==> src/hdl/priority_ready_queue_scheduler_core_assert.svh <==
// assertion macros for the ready-queue scheduler
// used by the top level only, taken in by `include
`ifndef PRIORITY_READY_QUEUE_SCHEDULER_CORE_ASSERT_SVH
`define PRIORITY_READY_QUEUE_SCHEDULER_CORE_ASSERT_SVH

// same-cycle implication, checked on every rising edge out of reset
`define PRQS_ASSERT_IMP(lbl, clk_s, rstn_s, ante, cons) \
	lbl: assert property (@(posedge clk_s) disable iff (!rstn_s) (ante) |-> (cons)) \
		else $error("prqs: same-cycle check failed");

// next-cycle implication
`define PRQS_ASSERT_NXT(lbl, clk_s, rstn_s, ante, cons) \
	lbl: assert property (@(posedge clk_s) disable iff (!rstn_s) (ante) |=> (cons)) \
		else $error("prqs: next-cycle check failed");

`endif

==> src/hdl/prqs_pkg.sv <==
// types, sizes and codes for the ready-queue scheduler
// no dependencies; used by every module of the block
package prqs_pkg;

	localparam int PrioLevels = 8;
	localparam int MaxThreads = 16;
	localparam int TidW       = $clog2(MaxThreads);
	localparam int PrioW      = $clog2(PrioLevels);
	localparam int LinkW      = TidW + 1;
	localparam int TickW      = 32;
	localparam int SliceW     = 16;
	localparam int CfgW       = 16;
	localparam int ModeW      = 3;

	typedef logic [TidW-1:0]       tid_t;
	typedef logic [PrioW-1:0]      prio_t;
	typedef logic [LinkW-1:0]      link_t;
	typedef logic [PrioLevels-1:0] map_t;
	typedef logic [MaxThreads-1:0] qflags_t;
	typedef logic [TickW-1:0]      tick_t;
	typedef logic [SliceW-1:0]     slice_t;

	localparam link_t  Nil           = link_t'(MaxThreads);
	localparam tid_t   IdleThread    = tid_t'(1);
	localparam tid_t   BootThread    = tid_t'(0);
	localparam prio_t  LowestPrio    = prio_t'(PrioLevels - 1);
	localparam prio_t  BootPrioReset = prio_t'(3);
	localparam slice_t SliceReset    = slice_t'(10);

	typedef enum logic [ModeW-1:0] {
		ModeInsert  = 3'd0,
		ModeRemove  = 3'd1,
		ModeTick    = 3'd2,
		ModeResched = 3'd3,
		ModeBlock   = 3'd4
	} mode_t;

	typedef enum logic [0:0] {
		RegTimeSlice = 1'b0,
		RegBootPrio  = 1'b1
	} cfg_reg_t;

	typedef struct packed {
		logic [ModeW-1:0] mode;
		logic [3:0]       thread_id;
		logic [2:0]       priority_req;
		logic             locked;
	} item_t;

	typedef struct packed {
		logic            we;
		cfg_reg_t        index;
		logic [CfgW-1:0] data;
	} cfg_wr_t;

	typedef struct packed {
		logic       switched;
		logic [3:0] running_id;
		logic [2:0] running_priority;
		logic [7:0] ready_map;
		logic       ignored;
	} result_t;

	typedef struct packed {
		logic cur_queued;
		map_t map;
	} core_status_t;

endpackage

==> src/hdl/priority_ready_queue_scheduler_core.sv <==
// top level of the bitmap ready-queue thread scheduler
// depends on prqs_pkg, prqs_queue_core and the assertion macro header
//
// Usage:
//   Events enter on start with mode, thread_id, priority_req and locked. An
//   item is taken at a rising edge with start high and busy low; busy stays
//   low, so an item may be offered in every cycle.
//   Each item gives one result: done is high for one cycle with switched,
//   running_id, running_priority, ready_map and ignored valid alongside.
//   Order: input register, then queue update into the result register.
//   Throughput: one item per cycle; the queue update, priority encode and
//   the tick add and deadline compare all sit in that single stage.
//   The receiver cannot stall: a result is there for its one cycle only.
//   Registers: cfg_we with cfg_index 0 (time_slice) or 1 (boot_priority) and
//   cfg_data, written at the edge; the user must write them only while no
//   item is in flight, which the block itself does not enforce.
//   Reset: thread 0 runs at the boot priority with a zero deadline, idle
//   thread 1 waits alone at the lowest priority, tick count is zero.
`include "priority_ready_queue_scheduler_core_assert.svh"

module priority_ready_queue_scheduler_core (
	input  logic        clk,
	input  logic        arst_n,
	input  logic        start,
	output logic        busy,
	input  logic [2:0]  mode,
	input  logic [3:0]  thread_id,
	input  logic [2:0]  priority_req,
	input  logic        locked,
	input  logic        cfg_we,
	input  logic [0:0]  cfg_index,
	input  logic [15:0] cfg_data,
	output logic        done,
	output logic        switched,
	output logic [3:0]  running_id,
	output logic [2:0]  running_priority,
	output logic [7:0]  ready_map,
	output logic        ignored
);

	logic                   accept;
	logic                   valid_s1;
	prqs_pkg::item_t        item_s1;
	logic                   done_s2;
	prqs_pkg::result_t      result_s2;
	prqs_pkg::result_t      core_result;
	prqs_pkg::core_status_t core_status;
	prqs_pkg::cfg_wr_t      cfg;

	assign busy   = 1'b0;
	assign accept = start && !busy;

	assign cfg.we    = cfg_we;
	assign cfg.index = prqs_pkg::cfg_reg_t'(cfg_index);
	assign cfg.data  = cfg_data;

	always_ff @(posedge clk or negedge arst_n) begin
		if (!arst_n) begin
			valid_s1 <= 1'b0;
			done_s2  <= 1'b0;
		end else begin
			valid_s1 <= accept;
			done_s2  <= valid_s1;
		end
	end

	// payload stages, no reset
	always_ff @(posedge clk) begin
		if (accept) begin
			item_s1.mode         <= mode;
			item_s1.thread_id    <= thread_id;
			item_s1.priority_req <= priority_req;
			item_s1.locked       <= locked;
		end
		if (valid_s1) begin
			result_s2 <= core_result;
		end
	end

	prqs_queue_core u_core (
		.clk        (clk),
		.arst_n     (arst_n),
		.item_valid (valid_s1),
		.item       (item_s1),
		.cfg        (cfg),
		.result     (core_result),
		.status     (core_status)
	);

	assign done             = done_s2;
	assign switched         = result_s2.switched;
	assign running_id       = result_s2.running_id;
	assign running_priority = result_s2.running_priority;
	assign ready_map        = result_s2.ready_map;
	assign ignored          = result_s2.ignored;

	// every item in the update stage reports in the next cycle
	`PRQS_ASSERT_NXT(a_item_reports, clk, arst_n, valid_s1, done_s2)
	// a rejected insert or remove never changes the running thread
	`PRQS_ASSERT_IMP(a_ignored_no_switch, clk, arst_n, done_s2 && result_s2.ignored,
		!result_s2.switched)
	// the running thread is never held in a ready queue
	`PRQS_ASSERT_IMP(a_running_not_queued, clk, arst_n, 1'b1, !core_status.cur_queued)
	// the reported map matches the queue state left by that item
	`PRQS_ASSERT_IMP(a_map_matches_state, clk, arst_n, done_s2,
		result_s2.ready_map == core_status.map)

endmodule

==> src/hdl/prqs_prio_enc.sv <==
// lowest-set-bit encoder over the non-empty queue map
// depends on prqs_pkg
module prqs_prio_enc (
	input  prqs_pkg::map_t  map,
	output logic            found,
	output prqs_pkg::prio_t idx
);

	always_comb begin
		found = |map;
		idx   = '0;
		// scan downwards so the lowest set bit wins
		for (int i = prqs_pkg::PrioLevels - 1; i >= 0; i--) begin
			if (map[i]) begin
				idx = prqs_pkg::prio_t'(i);
			end
		end
	end

endmodule

==> src/hdl/prqs_queue_core.sv <==
// scheduler state: linked ready queues, running thread, tick and deadline
// depends on prqs_pkg and prqs_prio_enc; one item is applied per cycle
module prqs_queue_core (
	input  logic                   clk,
	input  logic                   arst_n,
	input  logic                   item_valid,
	input  prqs_pkg::item_t        item,
	input  prqs_pkg::cfg_wr_t      cfg,
	output prqs_pkg::result_t      result,
	output prqs_pkg::core_status_t status
);

	prqs_pkg::link_t   next_q  [prqs_pkg::MaxThreads];
	prqs_pkg::link_t   prev_q  [prqs_pkg::MaxThreads];
	prqs_pkg::prio_t   tprio_q [prqs_pkg::MaxThreads];
	prqs_pkg::link_t   head_q  [prqs_pkg::PrioLevels];
	prqs_pkg::link_t   tail_q  [prqs_pkg::PrioLevels];
	prqs_pkg::qflags_t queued_q;
	prqs_pkg::map_t    map_q;
	prqs_pkg::tid_t    cur_q;
	prqs_pkg::prio_t   cur_prio_q;
	prqs_pkg::tick_t   deadline_q;
	prqs_pkg::tick_t   tick_q;
	prqs_pkg::slice_t  slice_q;

	prqs_pkg::link_t   next_d  [prqs_pkg::MaxThreads];
	prqs_pkg::link_t   prev_d  [prqs_pkg::MaxThreads];
	prqs_pkg::prio_t   tprio_d [prqs_pkg::MaxThreads];
	prqs_pkg::link_t   head_d  [prqs_pkg::PrioLevels];
	prqs_pkg::link_t   tail_d  [prqs_pkg::PrioLevels];
	prqs_pkg::qflags_t queued_d;
	prqs_pkg::map_t    map_d;
	prqs_pkg::tid_t    cur_d;
	prqs_pkg::prio_t   cur_prio_d;
	prqs_pkg::tick_t   deadline_d;
	prqs_pkg::tick_t   tick_d;
	prqs_pkg::slice_t  slice_d;

	logic            best_found;
	prqs_pkg::prio_t best_idx;

	prqs_prio_enc u_prio_enc (
		.map   (map_q),
		.found (best_found),
		.idx   (best_idx)
	);

	always_comb begin
		logic            ignored;
		logic            do_enq;
		logic            do_unl;
		logic            take_head;
		logic            eligible;
		prqs_pkg::tid_t  tid;
		prqs_pkg::tid_t  enq_t;
		prqs_pkg::prio_t enq_p;
		prqs_pkg::tid_t  unl_t;
		prqs_pkg::prio_t unl_p;
		prqs_pkg::link_t tail_v;
		prqs_pkg::link_t nxt_v;
		prqs_pkg::link_t prv_v;
		prqs_pkg::tick_t t_now;
		prqs_pkg::tick_t fresh_dl;
		prqs_pkg::prio_t boot_p;

		next_d     = next_q;
		prev_d     = prev_q;
		tprio_d    = tprio_q;
		head_d     = head_q;
		tail_d     = tail_q;
		queued_d   = queued_q;
		map_d      = map_q;
		cur_d      = cur_q;
		cur_prio_d = cur_prio_q;
		deadline_d = deadline_q;
		tick_d     = tick_q;
		slice_d    = slice_q;

		ignored   = 1'b0;
		do_enq    = 1'b0;
		do_unl    = 1'b0;
		take_head = 1'b0;
		tid       = prqs_pkg::tid_t'(item.thread_id);
		enq_t     = tid;
		enq_p     = prqs_pkg::prio_t'(item.priority_req);
		unl_t     = tid;
		unl_p     = tprio_q[tid];
		tail_v    = prqs_pkg::Nil;
		nxt_v     = prqs_pkg::Nil;
		prv_v     = prqs_pkg::Nil;
		boot_p    = prqs_pkg::LowestPrio;
		eligible  = best_found && (best_idx <= cur_prio_q);

		if (item_valid && item.mode == prqs_pkg::ModeTick) begin
			t_now = tick_q + prqs_pkg::tick_t'(1);
		end else begin
			t_now = tick_q;
		end
		fresh_dl = t_now + {{(prqs_pkg::TickW - prqs_pkg::SliceW){1'b0}}, slice_q};

		if (item_valid) begin
			case (item.mode)
				prqs_pkg::ModeInsert: begin
					if (int'(item.priority_req) >= prqs_pkg::PrioLevels || queued_q[tid]
							|| tid == cur_q) begin
						ignored = 1'b1;
					end else begin
						do_enq = 1'b1;
					end
				end
				prqs_pkg::ModeRemove: begin
					if (!queued_q[tid] || tid == cur_q) begin
						ignored = 1'b1;
					end else begin
						do_unl = 1'b1;
					end
				end
				prqs_pkg::ModeTick, prqs_pkg::ModeResched: begin
					tick_d = t_now;
					if (!item.locked && t_now >= deadline_q) begin
						if (eligible) begin
							// running thread back to its tail, best head switched in
							do_enq    = 1'b1;
							enq_t     = cur_q;
							enq_p     = cur_prio_q;
							take_head = 1'b1;
						end else if (item.mode == prqs_pkg::ModeResched) begin
							deadline_d = fresh_dl;
						end
					end
				end
				prqs_pkg::ModeBlock: begin
					take_head = best_found;
				end
				default: begin
				end
			endcase
		end

		if (take_head) begin
			// best queue is non-empty, so its head is unchanged by the requeue
			do_unl     = 1'b1;
			unl_t      = head_q[best_idx][prqs_pkg::TidW-1:0];
			unl_p      = best_idx;
			cur_d      = unl_t;
			cur_prio_d = best_idx;
			deadline_d = fresh_dl;
		end

		if (do_enq) begin
			tail_v         = tail_d[enq_p];
			tprio_d[enq_t] = enq_p;
			prev_d[enq_t]  = tail_v;
			next_d[enq_t]  = prqs_pkg::Nil;
			if (tail_v == prqs_pkg::Nil) begin
				head_d[enq_p] = {1'b0, enq_t};
			end else begin
				next_d[tail_v[prqs_pkg::TidW-1:0]] = {1'b0, enq_t};
			end
			tail_d[enq_p]   = {1'b0, enq_t};
			queued_d[enq_t] = 1'b1;
			map_d[enq_p]    = 1'b1;
		end

		if (do_unl) begin
			nxt_v = next_d[unl_t];
			prv_v = prev_d[unl_t];
			if (prv_v == prqs_pkg::Nil) begin
				head_d[unl_p] = nxt_v;
			end else begin
				next_d[prv_v[prqs_pkg::TidW-1:0]] = nxt_v;
			end
			if (nxt_v == prqs_pkg::Nil) begin
				tail_d[unl_p] = prv_v;
			end else begin
				prev_d[nxt_v[prqs_pkg::TidW-1:0]] = prv_v;
			end
			next_d[unl_t]   = prqs_pkg::Nil;
			prev_d[unl_t]   = prqs_pkg::Nil;
			queued_d[unl_t] = 1'b0;
			if (head_d[unl_p] == prqs_pkg::Nil) begin
				map_d[unl_p] = 1'b0;
			end
		end

		// the user must send register writes only while no item is in flight; the block does not enforce this
		if (cfg.we) begin
			unique case (cfg.index)
				prqs_pkg::RegTimeSlice: begin
					slice_d = cfg.data[prqs_pkg::SliceW-1:0];
				end
				prqs_pkg::RegBootPrio: begin
					if (int'(cfg.data[2:0]) < prqs_pkg::PrioLevels) begin
						boot_p = prqs_pkg::prio_t'(cfg.data[2:0]);
					end
					if (!queued_q[prqs_pkg::BootThread]) begin
						tprio_d[prqs_pkg::BootThread] = boot_p;
						if (cur_q == prqs_pkg::BootThread) begin
							cur_prio_d = boot_p;
						end
					end
				end
			endcase
		end

		result.switched         = (cur_d != cur_q);
		result.running_id       = 4'(cur_d);
		result.running_priority = 3'(cur_prio_d);
		result.ready_map        = 8'(map_d);
		result.ignored          = ignored;
	end

	assign status.cur_queued = queued_q[cur_q];
	assign status.map        = map_q;

	always_ff @(posedge clk or negedge arst_n) begin
		if (!arst_n) begin
			for (int i = 0; i < prqs_pkg::MaxThreads; i++) begin
				next_q[i] <= prqs_pkg::Nil;
				prev_q[i] <= prqs_pkg::Nil;
				if (i == int'(prqs_pkg::BootThread)) begin
					tprio_q[i] <= prqs_pkg::BootPrioReset;
				end else if (i == int'(prqs_pkg::IdleThread)) begin
					tprio_q[i] <= prqs_pkg::LowestPrio;
				end else begin
					tprio_q[i] <= '0;
				end
			end
			for (int i = 0; i < prqs_pkg::PrioLevels; i++) begin
				if (i == int'(prqs_pkg::LowestPrio)) begin
					head_q[i] <= {1'b0, prqs_pkg::IdleThread};
					tail_q[i] <= {1'b0, prqs_pkg::IdleThread};
				end else begin
					head_q[i] <= prqs_pkg::Nil;
					tail_q[i] <= prqs_pkg::Nil;
				end
			end
			queued_q   <= prqs_pkg::qflags_t'(1) << prqs_pkg::IdleThread;
			map_q      <= prqs_pkg::map_t'(1) << prqs_pkg::LowestPrio;
			cur_q      <= prqs_pkg::BootThread;
			cur_prio_q <= prqs_pkg::BootPrioReset;
			deadline_q <= '0;
			tick_q     <= '0;
			slice_q    <= prqs_pkg::SliceReset;
		end else begin
			next_q     <= next_d;
			prev_q     <= prev_d;
			tprio_q    <= tprio_d;
			head_q     <= head_d;
			tail_q     <= tail_d;
			queued_q   <= queued_d;
			map_q      <= map_d;
			cur_q      <= cur_d;
			cur_prio_q <= cur_prio_d;
			deadline_q <= deadline_d;
			tick_q     <= tick_d;
			slice_q    <= slice_d;
		end
	end

endmodule
==> config.mk <==
export PLATFORM = sky130hd
export DESIGN_NAME = priority_ready_queue_scheduler_core
export DESIGN_NICKNAME = d
export VERILOG_FILES = /design/src/hdl/prqs_pkg.sv /design/src/hdl/priority_ready_queue_scheduler_core.sv /design/src/hdl/prqs_prio_enc.sv /design/src/hdl/prqs_queue_core.sv
export VERILOG_INCLUDE_DIRS = /design/src /design/src/hdl
export SDC_FILE = /design/constraint.sdc
export NUM_CORES = 1
export LEC_CHECK = 0
export BUFFER_PORTS_ARGS = -buffer_cell sky130_fd_sc_hd__buf_2
export CORE_ASPECT_RATIO = 1.1
export CORE_MARGIN = 2
export CORE_UTILIZATION = 36
export DETAILED_ROUTE_END_ITERATION = 16
export GPL_TIMING_DRIVEN = 0
export HOLD_SLACK_MARGIN = 0.12
export PLACE_DENSITY = 0.56
export SLEW_MARGIN = 10
export SYNTH_ARGS = -nofsm -noshare
export SYNTH_HDL_FRONTEND = slang
export SYNTH_HIERARCHICAL = 1
export SYNTH_SLANG_ARGS = --single-unit
==> constraint.sdc <==
create_clock -name clk -period 11.6 [get_ports clk]
set_clock_uncertainty 0.2 [all_clocks]
set_input_delay 1.74 -clock clk [delete_from_list [all_inputs] [get_ports clk]]
set_output_delay 1.74 -clock clk [all_outputs]
set_load 0.01 [all_outputs]
==> impl_metrics.tcl, run 1 <==
set metrics [dict create \
    port_buffers 49 \
    cp_data_arrival_time_ns 11.89 \
    dp.final_hpwl_microns 128200 \
    start_util_pct 36.47 \
    critical_path_class "flop to flop" \
    syn_nets 3569 \
    fmax_mhz 86.35 \
    place_area_sq_um 31910 \
    numCtsBuffers 53 \
    finalMaxSlewViolations 0 \
    crit_end "u_core/next_q[17]" \
    status "finished with violations" \
    layout-drive-gt1-share_pct 13.47 \
    area_delta_synth_final_pct 13.22 \
    cp_max_fo 24 \
    routabilityCongestion 1.036 \
    p_int_uw 3637 \
    clock_sinks 429 \
    hold_violations 0 \
    coreArea_sq_um 82170 \
    yosysWarningCount 6 \
    insertion_delay_ns 0.64 \
    max_slew_margin_pct 0.5475 \
    p_leak_uw 0.01350 \
    die-area_sq_um 85560 \
    crit_required_ns 11.91 \
    cap_viol_max_count 1 \
    p_sw_uw 2761 \
    wire_per_inst_microns 35.58 \
    drc 0 \
    avgSynthCellArea_sq_um 8.601 \
    final_util_pct 41.29 \
    num_io_pins 51 \
    critPathCaptureType "flop" \
    holdBufCountCts 0 \
    power.density_nw_per_um2 188.6 \
    track_usage_pct 38.39 \
    synthCells 3484 \
    wirelength_microns 168000 \
    r2r_slack_ns 0.02 \
    syn_area_sq_um 29960 \
    setup_slack_ns 0.01871 \
    crit_path_start "valid_s1" \
    viasPerCell 6.603 \
    violations "max-capacitance violations" \
    antenna_found_initial 10 \
    tritoncts "yes" \
    r2r-start "valid_s1" \
    fin_area_sq_um 33930 \
    cp_slowest_cell "nor2_1" \
    worst_pin_slew_ns 1.492 \
    fp-row-count 110 \
    cts_max_level 2 \
    die_w_microns 279.1 \
    antenna_left 0 \
    clock_path_buffers 3 \
    grt_setup_unrepaired "no" \
    grt_pass1_vias 29300 \
    via_count 31190 \
    cts_root_buffer "clkbuf_16" \
    gr-total-overflow 0 \
    finalSetupViolations 0 \
    layout_common_cells "nand2_1 (406), dfrtp_1 (341), nor2_1 (283)" \
    fillers 8306 \
    critPathMaxStageDelay_ns 1.14 \
    drtIter0Drc 4186 \
    firstDrtPassIters 6 \
    r2r_cells 31 \
    p_clk_share_pct 26.9 \
    fin_crit_sh_pct 99.84 \
    final_common_cell "nand2_1" \
    irDropWorstVdd_mv 0.1071 \
    p_sw_share_pct 43.15 \
    seqPwrFrac_pct 32.1 \
    pre_cts_ws_ns -1.371 \
    grt_pass1_wl_microns 232400 \
    finalSetupTns_ns 0 \
    final_nets 3693 \
    hp-class "flop to flop" \
    path_clk_slew_ns 0.06 \
    grt_max_degree 101 \
    path_common_cell "clkbuf_1" \
    min_period_ns 11.58 \
    p_comb_share_pct 41.0 \
    whs_ns 0.2744 \
    die_h_microns 306.6 \
    startpoint_type "flop" \
    r2r_end "u_core/next_q[17]" \
]
[power groups by stage]
stage / Sequential, uW / Clock [uW] / Combinational, uW
floorplan: 1970 / 0 / 1520
global route: 2080 / 1810 / 2730
global placement: 2070 / 0 / 2460
CTS: 2040 / 1750 / 2500
finish: 2050 / 1720 / 2620
detailed placement: 2060 / 0 / 2490
[timing repair]
item / in CTS / in global routing
setup buffers: 0 / 4
pin swaps: 0 / 1
gates resized for setup: 20 / 38
setup endpoints to repair: 247 / 204
[metal layers]
layer / global-route usage [%] / share of wire, % / vias up
li1: - / - / 13230
met1: 50.56 / 40 / 15410
met2: 56.35 / 42 / 2005
met3: 8.988 / 10 / 536
met4: 24.82 / 7.8 / 4
met5: 0 / 0.016 / -
[area by class of cell]
cell class / count / area, sq um / area share [%]
clock inverters: 32 / 314.1 / 0.9257
plain buffers: 258 / 1081 / 3.187
diodes: 6 / 15.01 / 0.04426
flip-flops and latches: 429 / 10950 / 32.29
well taps: 1064 / 1331 / 3.924
inverters: 81 / 305.3 / 0.8999
multi-input cells: 2716 / 17920 / 52.82
repair buffers: 69 / 541.8 / 1.597
clock buffers: 68 / 1465 / 4.319
[through the flow]
stage          cells  total power, uW
6_report        4723             6398
5_1_grt         4719             6621
4_1_cts         4712             6292
3_5_place_dp    4612             4546
3_3_place_gp    4597             4528
2_1_floorplan   3484             3498
[worst min path at each step]
| stage | startpoint | cells past startpoint | endpoint |
|---|---|---|---|
| finish | u_core/deadline_q[17] | 2 | u_core/deadline_q[17] |
| global route | u_core/deadline_q[31] | 2 | u_core/deadline_q[31] |
| CTS | u_core/head_q[39] | 2 | u_core/head_q[39] |
| detailed placement | u_core/deadline_q[17] | 2 | u_core/deadline_q[17] |
| global placement | u_core/head_q[39] | 2 | u_core/head_q[39] |
| floorplan | u_core/deadline_q[17] | 2 | u_core/deadline_q[17] |
[critical path, delay by kind of cell, from the launching register on]
kind                     cells  cell delay [ns]
AND/OR/NAND/NOR             13             4.48
buffers and inverters        9             3.79
AO/OA/AOI/OAI                7             1.57
XOR/XNOR                     1             0.38
adder cells (fa/ha/maj)      1             0.33
flip-flops                   1             0.64
(Power assumes the default switching activity.)
==> run 2, diff against run 1 <==
--- a/config.mk
+++ b/config.mk
@@ -8,7 +8,7 @@
 export LEC_CHECK = 0
 export BUFFER_PORTS_ARGS = -buffer_cell sky130_fd_sc_hd__buf_2
 export CORE_ASPECT_RATIO = 1.1
-export CORE_MARGIN = 2
+export CORE_MARGIN = 10
 export CORE_UTILIZATION = 36
 export DETAILED_ROUTE_END_ITERATION = 16
 export GPL_TIMING_DRIVEN = 0
==> constraint.sdc (replaced) <==
create_clock -name clk -period 11.6 [get_ports clk]
set_clock_uncertainty 0.2 [all_clocks]
set_input_delay 1.74 -clock clk [delete_from_list [all_inputs] [get_ports clk]]
set_output_delay 1.74 -clock clk [all_outputs]
set_load 0.1 [all_outputs]
==> run 2 against run 1 <==
  * The run ends with max-capacitance violations, max-slew violations left
  * Utilization about the same
  * Cell area about the same
  * First-iteration DRC count increased by 1.5%
  * Combinational power increased by 5%
  * Flip-flop and latch count unchanged
  * Register-to-register slack improved by 0.38 ns
  * Via count increased by 0.43%
  * Count of clock-buffer cells in the layout increased by 3
  * Sequential share of layout area about the same
==> impl_metrics.tcl, run 2 (synthesis results as in run 1) <==
set metrics [dict create \
    area_delta_synth_final_pct 13.17 \
    p_sw_share_pct 43.90 \
    grt_pass1_vias 29300 \
    die_h_microns 322.6 \
    wl_met1_microns 67830 \
    violations "max-capacitance violations, max-slew violations" \
    grt_setup_unrepaired "no" \
    drtIter0Drc 4249 \
    fmax_mhz 89.28 \
    cp_slowest_cell "dfrtp_4" \
    antenna_found_initial 12 \
    startpoint_type "flop" \
    routed-wl-met2_microns 70390 \
    irDropWorstVdd_mv 0.1084 \
    critical_path_class "flop to flop" \
    fp-row-count 110 \
    antenna_left 0 \
    numCtsBuffers 52 \
    dp_cells 4614 \
    insertion_delay_ns 0.65 \
    clock_sinks 429 \
    seqPwrFrac_pct 31.3 \
    layout-drive-gt1-share_pct 13.04 \
    die_w_microns 295.1 \
    r2r_cells 29 \
    gr-total-overflow 0 \
    grt_max_degree 103 \
    whs_ns 0.2799 \
    p_leak_uw 0.01349 \
    final_common_cell "nand2_1" \
    start_util_pct 36.47 \
    wl_met3_microns 17510 \
    viasPerCell 6.640 \
    p_comb_share_pct 42.0 \
    finalMaxSlewViolations 6 \
    status "finished with violations" \
    p_int_uw 3664 \
    path_clk_slew_ns 0.06 \
    firstDrtPassIters 6 \
    p_sw_uw 2867 \
    final_util_pct 41.27 \
    wire_per_inst_microns 35.72 \
    via_count 31320 \
    setup_slack_ns 0.3993 \
    critPathMaxStageDelay_ns 0.64 \
    path_common_cell "clkbuf_1" \
    layout_common_cells "nand2_1 (408), dfrtp_1 (341), nor2_1 (284)" \
    tritoncts "yes" \
    track_usage_pct 34.42 \
    max_slew_margin_pct -1.073 \
    cts_root_buffer "clkbuf_16" \
    die-area_sq_um 95190 \
    final_nets 3691 \
    routabilityCongestion 1.068 \
    drc 0 \
    r2r_slack_ns 0.40 \
    worst_pin_slew_ns 1.515 \
    crit_required_ns 11.93 \
    num_io_pins 51 \
    port_buffers 49 \
    grt_pass1_wl_microns 233000 \
    holdBufCountCts 0 \
    cp_data_arrival_time_ns 11.54 \
    path_depth 29 \
    layout.cells.non_filler 4717 \
    hold_depth 2 \
    min_period_ns 11.20 \
    hp-class "flop to flop" \
    power.density_nw_per_um2 192.6 \
    clock_path_buffers 3 \
    pre_cts_ws_ns -1.197 \
    finalSetupViolations 0 \
    dp.final_hpwl_microns 127400 \
    highest_layer "met5" \
    finalSetupTns_ns 0 \
    fillers 8377 \
    hold_violations 0 \
    critPathCaptureType "flop" \
    coreArea_sq_um 82170 \
    fin_crit_sh_pct 96.56 \
    wirelength_microns 168500 \
    cap_viol_max_count 1 \
    p_clk_share_pct 26.7 \
    cp_max_fo 24 \
    path_buf_inv 7 \
    cts_max_level 2 \
    cp_top_family "compound AO/OA/AOI/OAI gates" \
]
-- run 2: changes by cell type in the layout (fill, tap and decap cells not counted), sizes merged --
cell,previous run,this run
clkinv,22,16
clkbuf,259,262
bufinv,4,6
diode,6,4
inv,82,80
buf,136,135
-- run 2: final timing paths --
check                                      startpoint                     to
worst max-delay path                         valid_s1      u_core/prev_q[58]
worst min-delay path            u_core/deadline_q[15]  u_core/deadline_q[15]
worst max register to register               valid_s1      u_core/prev_q[58]
worst min register to register  u_core/deadline_q[15]  u_core/deadline_q[15]
max in group asynchronous                      arst_n      u_core/head_q[39]
min in group asynchronous                      arst_n              async pin
-- run 2: area by class of cell --
class	count	area, sq um	share of cell area, %
Antenna cell	4	10.01	0.02952
Multi-Input combinational cell	2716	17890	52.75
Sequential cell	429	10950	32.30
Clock buffer	71	1455	4.291
Timing Repair Buffer	68	566.8	1.671
Clock inverter	26	324.1	0.9557
Tap cell	1064	1331	3.926
Buffer	258	1077	3.177
Inverter	81	305.3	0.9003
-- run 2: metal layers --
layer  global-route usage (%)  vias up
met5                        0        -
met2                    50.24     2025
met1                    44.92    15550
li1                         -    13220
met3                    8.569      521
met4                    21.96        8
-- run 2: worst register-to-register path, delay by kind of cell, from the launching register on --
family          cells  cell delay [ns]
buf+inv             7             3.05
compound gates      9             3.41
simple gates       11             3.14
fa+ha+maj           1             0.32
flops               1             0.64
xor+xnor            1             0.36
-- run 2: power by group through the flow --
stage | Clock, uW | Sequential (uW) | Combinational [uW]
3_5_place_dp | 0 | 2060 | 2590
5_1_grt | 1830 | 2070 | 2840
4_1_cts | 1770 | 2040 | 2610
2_1_floorplan | 0 | 2080 | 1530
3_3_place_gp | 0 | 2060 | 2560
6_report | 1740 | 2050 | 2740
-- run 2: per-stage QoR --
stage / area, sq um / power [uW]
finish: 33910 / 6532
global route: 33900 / 6745
CTS: 33800 / 6418
detailed placement: 31940 / 4649
global placement: 31540 / 4623
floorplan: 29970 / 3607
-- run 2: what timing repair did --
item,4_1_cts,5_1_grt
hold endpoints to repair,0,0
endpoints found under the setup margin,241,225
buffers inserted,0,2
gates resized for setup,19,25
pin swaps,0,1
